[src/befp_pkg.sv]
`timescale 1ns / 1ps
// shared types and frame constants for the button event frame parser
package befp_pkg;

	localparam logic [7:0] PREFIX_A      = 8'h31;
	localparam logic [7:0] PREFIX_B      = 8'h60;
	localparam logic [7:0] FRAME_MAGIC   = 8'hFF;
	localparam logic [7:0] FRAME_CMD     = 8'h22;
	localparam logic [7:0] FRAME_LEN     = 8'h03;
	localparam logic [7:0] FRAME_PAD     = 8'h00;
	localparam logic [7:0] STATE_PRESSED = 8'h01;
	localparam int         POS_W         = 4;
	localparam logic [POS_W-1:0] POS_MAX = 4'd15;

	// frame byte numbers, the magic byte is number zero
	localparam logic [POS_W-1:0] IDX_MAGIC = 4'd0;
	localparam logic [POS_W-1:0] IDX_CMD   = 4'd1;
	localparam logic [POS_W-1:0] IDX_LEN   = 4'd2;
	localparam logic [POS_W-1:0] IDX_ID    = 4'd3;
	localparam logic [POS_W-1:0] IDX_PAD   = 4'd4;
	localparam logic [POS_W-1:0] IDX_STATE = 4'd5;
	localparam logic [POS_W-1:0] IDX_SUM   = 4'd6;

	typedef struct packed {
		logic [POS_W-1:0] pos;
		logic             prefix_seen;
		logic [7:0]       first_byte;
		logic             header_ok;
		logic [7:0]       running_sum;
		logic [7:0]       held_id;
		logic             held_pressed;
		logic             frame_good;
	} trk_state_t;

	localparam trk_state_t TRK_RESET = '{
		pos:          '0,
		prefix_seen:  1'b0,
		first_byte:   8'h00,
		header_ok:    1'b1,
		running_sum:  8'h00,
		held_id:      8'h00,
		held_pressed: 1'b0,
		frame_good:   1'b0
	};

	typedef struct packed {
		logic       event_valid;
		logic [7:0] button_id;
		logic       pressed;
	} evt_result_t;

endpackage

[src/befp_track.sv]
`timescale 1ns / 1ps
// per-byte frame tracking: position, header checks, checksum and held fields
module befp_track import befp_pkg::*; (
	input  logic        clk,
	input  logic        arst_n,
	input  logic        accept,
	input  logic [7:0]  data_byte,
	input  logic        last_byte,
	output logic        push,
	output evt_result_t result
);

	trk_state_t st_q;
	trk_state_t nxt;
	logic [POS_W-1:0] idx;

	function automatic trk_state_t take_byte(trk_state_t s, logic [POS_W-1:0] i,
			logic [7:0] b);
		trk_state_t r;
		r = s;
		case (i)
			IDX_MAGIC: begin
				if (b != FRAME_MAGIC) r.header_ok = 1'b0;
			end
			IDX_CMD: begin
				if (b != FRAME_CMD) r.header_ok = 1'b0;
				r.running_sum = s.running_sum + b;
			end
			IDX_LEN: begin
				if (b != FRAME_LEN) r.header_ok = 1'b0;
				r.running_sum = s.running_sum + b;
			end
			IDX_ID: begin
				r.held_id = b;
				r.running_sum = s.running_sum + b;
			end
			IDX_PAD: begin
				if (b != FRAME_PAD) r.header_ok = 1'b0;
				r.running_sum = s.running_sum + b;
			end
			IDX_STATE: begin
				r.held_pressed = (b == STATE_PRESSED);
				r.running_sum = s.running_sum + b;
			end
			IDX_SUM: begin
				r.frame_good = s.header_ok && (b == s.running_sum);
			end
			default: begin
			end
		endcase
		return r;
	endfunction

	// frame byte number skips the two prefix bytes when they were seen
	assign idx = st_q.prefix_seen ? st_q.pos - POS_W'(2) : st_q.pos;

	always_comb begin
		nxt = st_q;
		if (st_q.pos == '0) begin
			nxt.first_byte = data_byte;
		end else if (st_q.pos == POS_W'(1)) begin
			if (st_q.first_byte == PREFIX_A && data_byte == PREFIX_B) begin
				nxt.prefix_seen = 1'b1;
			end else begin
				// no prefix: held first byte and this one are frame bytes zero and one
				nxt = take_byte(nxt, IDX_MAGIC, st_q.first_byte);
				nxt = take_byte(nxt, IDX_CMD, data_byte);
			end
		end else if (st_q.pos < POS_MAX) begin
			nxt = take_byte(nxt, idx, data_byte);
		end
		if (st_q.pos < POS_MAX) nxt.pos = st_q.pos + POS_W'(1);
	end

	assign push               = accept && last_byte;
	assign result.event_valid = nxt.frame_good;
	assign result.button_id   = nxt.frame_good ? nxt.held_id : 8'h00;
	assign result.pressed     = nxt.frame_good && nxt.held_pressed;

	always_ff @(posedge clk or negedge arst_n) begin
		if (!arst_n) begin
			st_q <= TRK_RESET;
		end else if (accept) begin
			st_q <= last_byte ? TRK_RESET : nxt;
		end
	end

endmodule

[src/befp_outbuf.sv]
`timescale 1ns / 1ps
// two-entry result buffer: output register plus skid register
module befp_outbuf import befp_pkg::*; (
	input  logic        clk,
	input  logic        arst_n,
	input  logic        push,
	input  evt_result_t push_data,
	output logic        room,
	output logic        out_valid,
	input  logic        out_ready,
	output evt_result_t out_data
);

	logic        main_valid_q;
	logic        skid_valid_q;
	evt_result_t main_q;
	evt_result_t skid_q;
	logic        pop;

	assign pop       = main_valid_q && out_ready;
	assign room      = !skid_valid_q;
	assign out_valid = main_valid_q;
	assign out_data  = main_q;

	always_ff @(posedge clk or negedge arst_n) begin
		if (!arst_n) begin
			main_valid_q <= 1'b0;
			skid_valid_q <= 1'b0;
		end else if (pop) begin
			if (skid_valid_q) begin
				skid_valid_q <= 1'b0;
			end else begin
				main_valid_q <= push;
			end
		end else if (push) begin
			if (main_valid_q) skid_valid_q <= 1'b1;
			else main_valid_q <= 1'b1;
		end
	end

	// payload, no reset
	always_ff @(posedge clk) begin
		if (pop) begin
			if (skid_valid_q) main_q <= skid_q;
			else if (push) main_q <= push_data;
		end else if (push) begin
			if (main_valid_q) skid_q <= push_data;
			else main_q <= push_data;
		end
	end

endmodule

[src/button_event_frame_parser.sv]
`timescale 1ns / 1ps
// Button event frame parser, top level.
// Input channel: one packet byte per beat on data_byte, last_byte marks the
// packet's final beat. An optional 31 60 prefix is skipped; the frame must be
// FF 22 03 id 00 state sum with sum the 8-bit sum of the five bytes after FF.
// Output channel: one beat per packet, sent for the final byte only, carrying
// event_valid, button_id (0 when invalid) and pressed.
// Throughput: one input beat per cycle while in_ready is high; the byte
// checks are a single register stage. A result enters the result buffer
// when its final byte is taken and shows on out_valid from the output register.
// A two-entry result buffer sits on the output; in_ready drops only while both
// entries hold results, so bytes keep flowing while one result waits.
// Reset (arst_n low) returns the parser to the start of a packet and drops
// any buffered results.
module button_event_frame_parser import befp_pkg::*; (
	input  logic       clk,
	input  logic       arst_n,
	input  logic       in_valid,
	output logic       in_ready,
	input  logic [7:0] data_byte,
	input  logic       last_byte,
	output logic       out_valid,
	input  logic       out_ready,
	output logic       event_valid,
	output logic [7:0] button_id,
	output logic       pressed
);

	logic        accept;
	logic        push;
	evt_result_t trk_result;
	evt_result_t out_data;

	assign accept = in_valid && in_ready;

	befp_track u_track (
		.clk       (clk),
		.arst_n    (arst_n),
		.accept    (accept),
		.data_byte (data_byte),
		.last_byte (last_byte),
		.push      (push),
		.result    (trk_result)
	);

	befp_outbuf u_outbuf (
		.clk       (clk),
		.arst_n    (arst_n),
		.push      (push),
		.push_data (trk_result),
		.room      (in_ready),
		.out_valid (out_valid),
		.out_ready (out_ready),
		.out_data  (out_data)
	);

	assign event_valid = out_data.event_valid;
	assign button_id   = out_data.button_id;
	assign pressed     = out_data.pressed;

endmodule

[config.mk]
export PLATFORM = sky130hd
export DESIGN_NAME = button_event_frame_parser
export DESIGN_NICKNAME = d
export VERILOG_FILES = /design/src/befp_pkg.sv /design/src/befp_track.sv /design/src/befp_outbuf.sv /design/src/button_event_frame_parser.sv
export SDC_FILE = /design/constraint.sdc
export NUM_CORES = 1
export LEC_CHECK = 0
export ABC_AREA = 1
export BUFFER_PORTS_ARGS = -buffer_cell sky130_fd_sc_hd__buf_2
export CORE_MARGIN = 2
export CORE_UTILIZATION = 60
export CTS_BUF_LIST = sky130_fd_sc_hd__clkbuf_8
export DETAILED_ROUTE_END_ITERATION = 12
export MAX_ROUTING_LAYER = met4
export PLACE_DENSITY = 0.91
export SLEW_MARGIN = 20
export SYNTH_ARGS = -nofsm -noshare
export SYNTH_HDL_FRONTEND = slang
export SYNTH_SLANG_ARGS = --single-unit
[constraint.sdc]
create_clock -name clk -period 5.3 [get_ports clk]
set_input_delay 1.325 -clock clk [delete_from_list [all_inputs] [get_ports clk]]
set_output_delay 1.325 -clock clk [all_outputs]
set_load 0.05 [all_outputs]
==> impl_metrics.env <==
export IMPL_finalCritPeriodShare_pct=54.0
export IMPL_die_y_um=76.0
export IMPL_fmax_mhz=350
export IMPL_async_reset_ff_share_pct=63.0
export IMPL_power_per_cell_area_mw_per_mm2=437
export IMPL_critPathBufInv=1
export IMPL_placed_area_mm2=0.00329
export IMPL_via_count=2610
export IMPL_layout_cells_most_common="nand2_1"
export IMPL_syn_num_nets=398
export IMPL_ios=25
export IMPL_cts_setup_buffers=0
export IMPL_layoutNonFillerInstCount=469
export IMPL_max_stage_delay_ns=0.38
export IMPL_cts_num_sinks=54
export IMPL_clock_skew_final_ns=0.00736
export IMPL_grt_max_degree=35
export IMPL_htree_num_levels=2
export IMPL_wl_per_cell_um=14.0
export IMPL_clkTransAtPathRegs_ns=0.10
export IMPL_finalHoldViolCount=0
export IMPL_critPathRequiredTime_ns=5.49
export IMPL_p_leak_nw=1.65
export IMPL_final_core_util_pct=67.2
export IMPL_root_buffer="clkbuf_8"
export IMPL_worstReg2RegEnd="u_outbuf.out_data[1]"
export IMPL_timing_reg2reg_setup_slack_ns=2.81
export IMPL_die_x_um=76.0
export IMPL_postCtsHoldBufs=0
export IMPL_preCtsSetupSlack_ns=2.17
export IMPL_grt_first_pass_wirelength_um=11100
export IMPL_crit_slowest_cell="ha_1"
export IMPL_first_pass_iters=4
export IMPL_clk_path_buf_depth=2
export IMPL_critical_path_top_delay_family="simple AND/OR/NAND/NOR gates"
export IMPL_worstPathCellList="buf_2 > ha_1 > nor4_1 > nand3_1 > nand3_1 > nand2_1 > nor2_1 > nand2_1 > nand2_1"
export IMPL_fillCellCount=406
export IMPL_postSynthAreaPerCell_um2=8.36
export IMPL_grt_ovfl_total=0
export IMPL_drive_above_1_share_pct=15.8
export IMPL_min_from="u_track.st_q[18]"
export IMPL_critPathMaxFanout=12
export IMPL_end_kind="flop"
export IMPL_ys_flop_type="dfrtp_1"
export IMPL_synth_edf_count=20
export IMPL_setup_tns_final_ns=0
export IMPL_synth_area_mm2=0.00311
export IMPL_fin_crit_ns=2.86
export IMPL_status="finished clean"
export IMPL_crit_top_cell="nand2_1"
export IMPL_final_max_slew_viol_count=0
export IMPL_hold_class="reg -> reg"
export IMPL_rr_worst_depth=10
export IMPL_tightest_slew_ns=1.12
export IMPL_route_detailed_drc=0
export IMPL_path_class="in -> reg"
export IMPL_synthCells=372
export IMPL_ys_seq_area_share_pct=46.7
export IMPL_multi_input_area_mm2=0.00143
export IMPL_rsz0062_at_grt="false"
export IMPL_maxSlewHeadroom_pct=24.9
export IMPL_die_area_mm2=0.00578
export IMPL_ir_worst_vdd_mv=0.312
export IMPL_maxCapViolations=0
export IMPL_synth_ff_latch_count=54
export IMPL_finalSetupViolations=0
export IMPL_routabilityCongestion=1.01
export IMPL_cp_data_arrival_time_ns=3.05
export IMPL_antenna_found_initial=0
export IMPL_viasPerCell=5.57
export IMPL_seq_area_mm2=0.00145
export IMPL_layout_common_cells="nand2_1, inv_1, dfrtp_1"
export IMPL_areaGrowthSynthToFinish_pct=8.85
export IMPL_core_mm2=0.00504
export IMPL_dp_hpwl_um=4840
export IMPL_wirelength_um=6570
export IMPL_fin_hold_ws_ns=0.484
export IMPL_diodes=0
export IMPL_drtAntennaViolNets=0
export IMPL_grt_pass1_vias=2405
export IMPL_cts_tree="done"
export IMPL_clock_latency_ns=0.32
export IMPL_rows=26
export IMPL_cp_start_kind="input port"
export IMPL_min_to="u_track.st_q[18]"
export IMPL_fin_area_mm2=0.00339
export IMPL_cts_resized_gates=0
export IMPL_yosysUniqueCellTypes=38
export IMPL_track_usage_pct=24.5
export IMPL_rr_startpoint="u_track.st_q[28]"
export IMPL_final_setup_worst_slack_ns=2.44
export IMPL_place_inst=461
export IMPL_synth_warnings=0
export IMPL_hold_path_depth=2
export IMPL_power_total_mw=1.48
export IMPL_initial_core_util_pct=61.7
export IMPL_nets=424
export IMPL_numCtsBuffers=5
export IMPL_port_buffers=24
export IMPL_drt_iter0_markers=271
-- power by group --
part | internal [mW] | switching (mW) | total (mW) | leakage (nW)
combinational | 0.199 | 0.439 | 0.638 | 0.954
clock | 0.0990 | 0.146 | 0.245 | 0.0506
sequential | 0.534 | 0.0615 | 0.596 | 0.646
total | 0.832 | 0.647 | 1.48 | 1.65
-- layout make-up --
cell class                      instances  area share (%)
Clock buffer                            5            2.03
Sequential cell                        54            42.9
Tap cell                               70            2.59
Timing Repair Buffer                   24            3.55
Multi-Input combinational cell        261            42.3
Clock inverter                          3           0.850
Inverter                               52            5.76
-- sequential cells by signal (all words and copies together) (netlist names) --
signal / count
u_outbuf.skid_valid_q: 1
u_track.st_q: 32
u_outbuf.out_data: 10
u_outbuf.skid_q: 10
u_outbuf.out_valid: 1
-- Yosys cell counts, types with 2 or more instances --
master / instances / area (µm²)
o21ai_1: 2 / 10.0
o21ai_0: 15 / 75.1
xnor2_1: 2 / 17.5
edfxtp_1: 20 / 601
nor4_1: 2 / 12.5
nand4_1: 6 / 37.5
nor2_1: 26 / 97.6
clkbuf_1: 3 / 11.3
nor3_1: 7 / 35.0
dfrtp_1: 33 / 826
inv_1: 47 / 176
inv_2: 4 / 15.0
a21oi_1: 10 / 50.1
xor2_1: 5 / 43.8
nand2_1: 100 / 375
o22ai_1: 12 / 75.1
ha_1: 12 / 150
nand2_2: 4 / 25.0
o21ai_2: 9 / 78.8
nor2_2: 8 / 50.1
o21a_1: 2 / 15.0
nand3_1: 22 / 110
a21o_1: 2 / 15.0
nand3b_1: 5 / 37.5
-- how the worst max path moves through the flow --
| stage | start | end | slack (ns) | cells after the start |
|---|---|---|---|---|
| floorplan | data_byte[0] | u_track.st_q[16] | 2.53 | 8 |
| CTS | data_byte[3] | u_outbuf.out_data[1] | 2.49 | 9 |
| detailed placement | data_byte[6] | u_outbuf.out_data[1] | 2.17 | 11 |
| global placement | data_byte[6] | u_outbuf.out_data[4] | 2.21 | 11 |
| finish | data_byte[3] | u_outbuf.out_data[1] | 2.44 | 9 |
| global route | data_byte[6] | u_outbuf.out_data[6] | 2.28 | 11 |
-- metal layers --
| layer | part of all wire (%) | global-route usage, % | wire (µm) |
|---|---|---|---|
| met5 | 0 | - | 0 |
| met4 | 1.3 | 8.18 | 87 |
| met3 | 8.3 | 3.79 | 543 |
| met2 | 46 | 37.4 | 3050 |
| met1 | 44 | 34.0 | 2900 |
-- kinds of logic after synthesis --
group	count (synthesis)	synth area share, %
and+or+nand+nor	186	27.7
buffers and inverters	57	7.24
AOI/OAI and AO/OA	55	11.0
DFF	54	46.7
adders and majority gates	13	5.47
xor gates and xnor gates	7	1.97
-- worst min-delay path, delay by kind of cell (launching register included) --
family / cells / cell delay, ns
simple gates: 2 / 0.10
flops: 1 / 0.39
(Power assumes the default switching activity.)
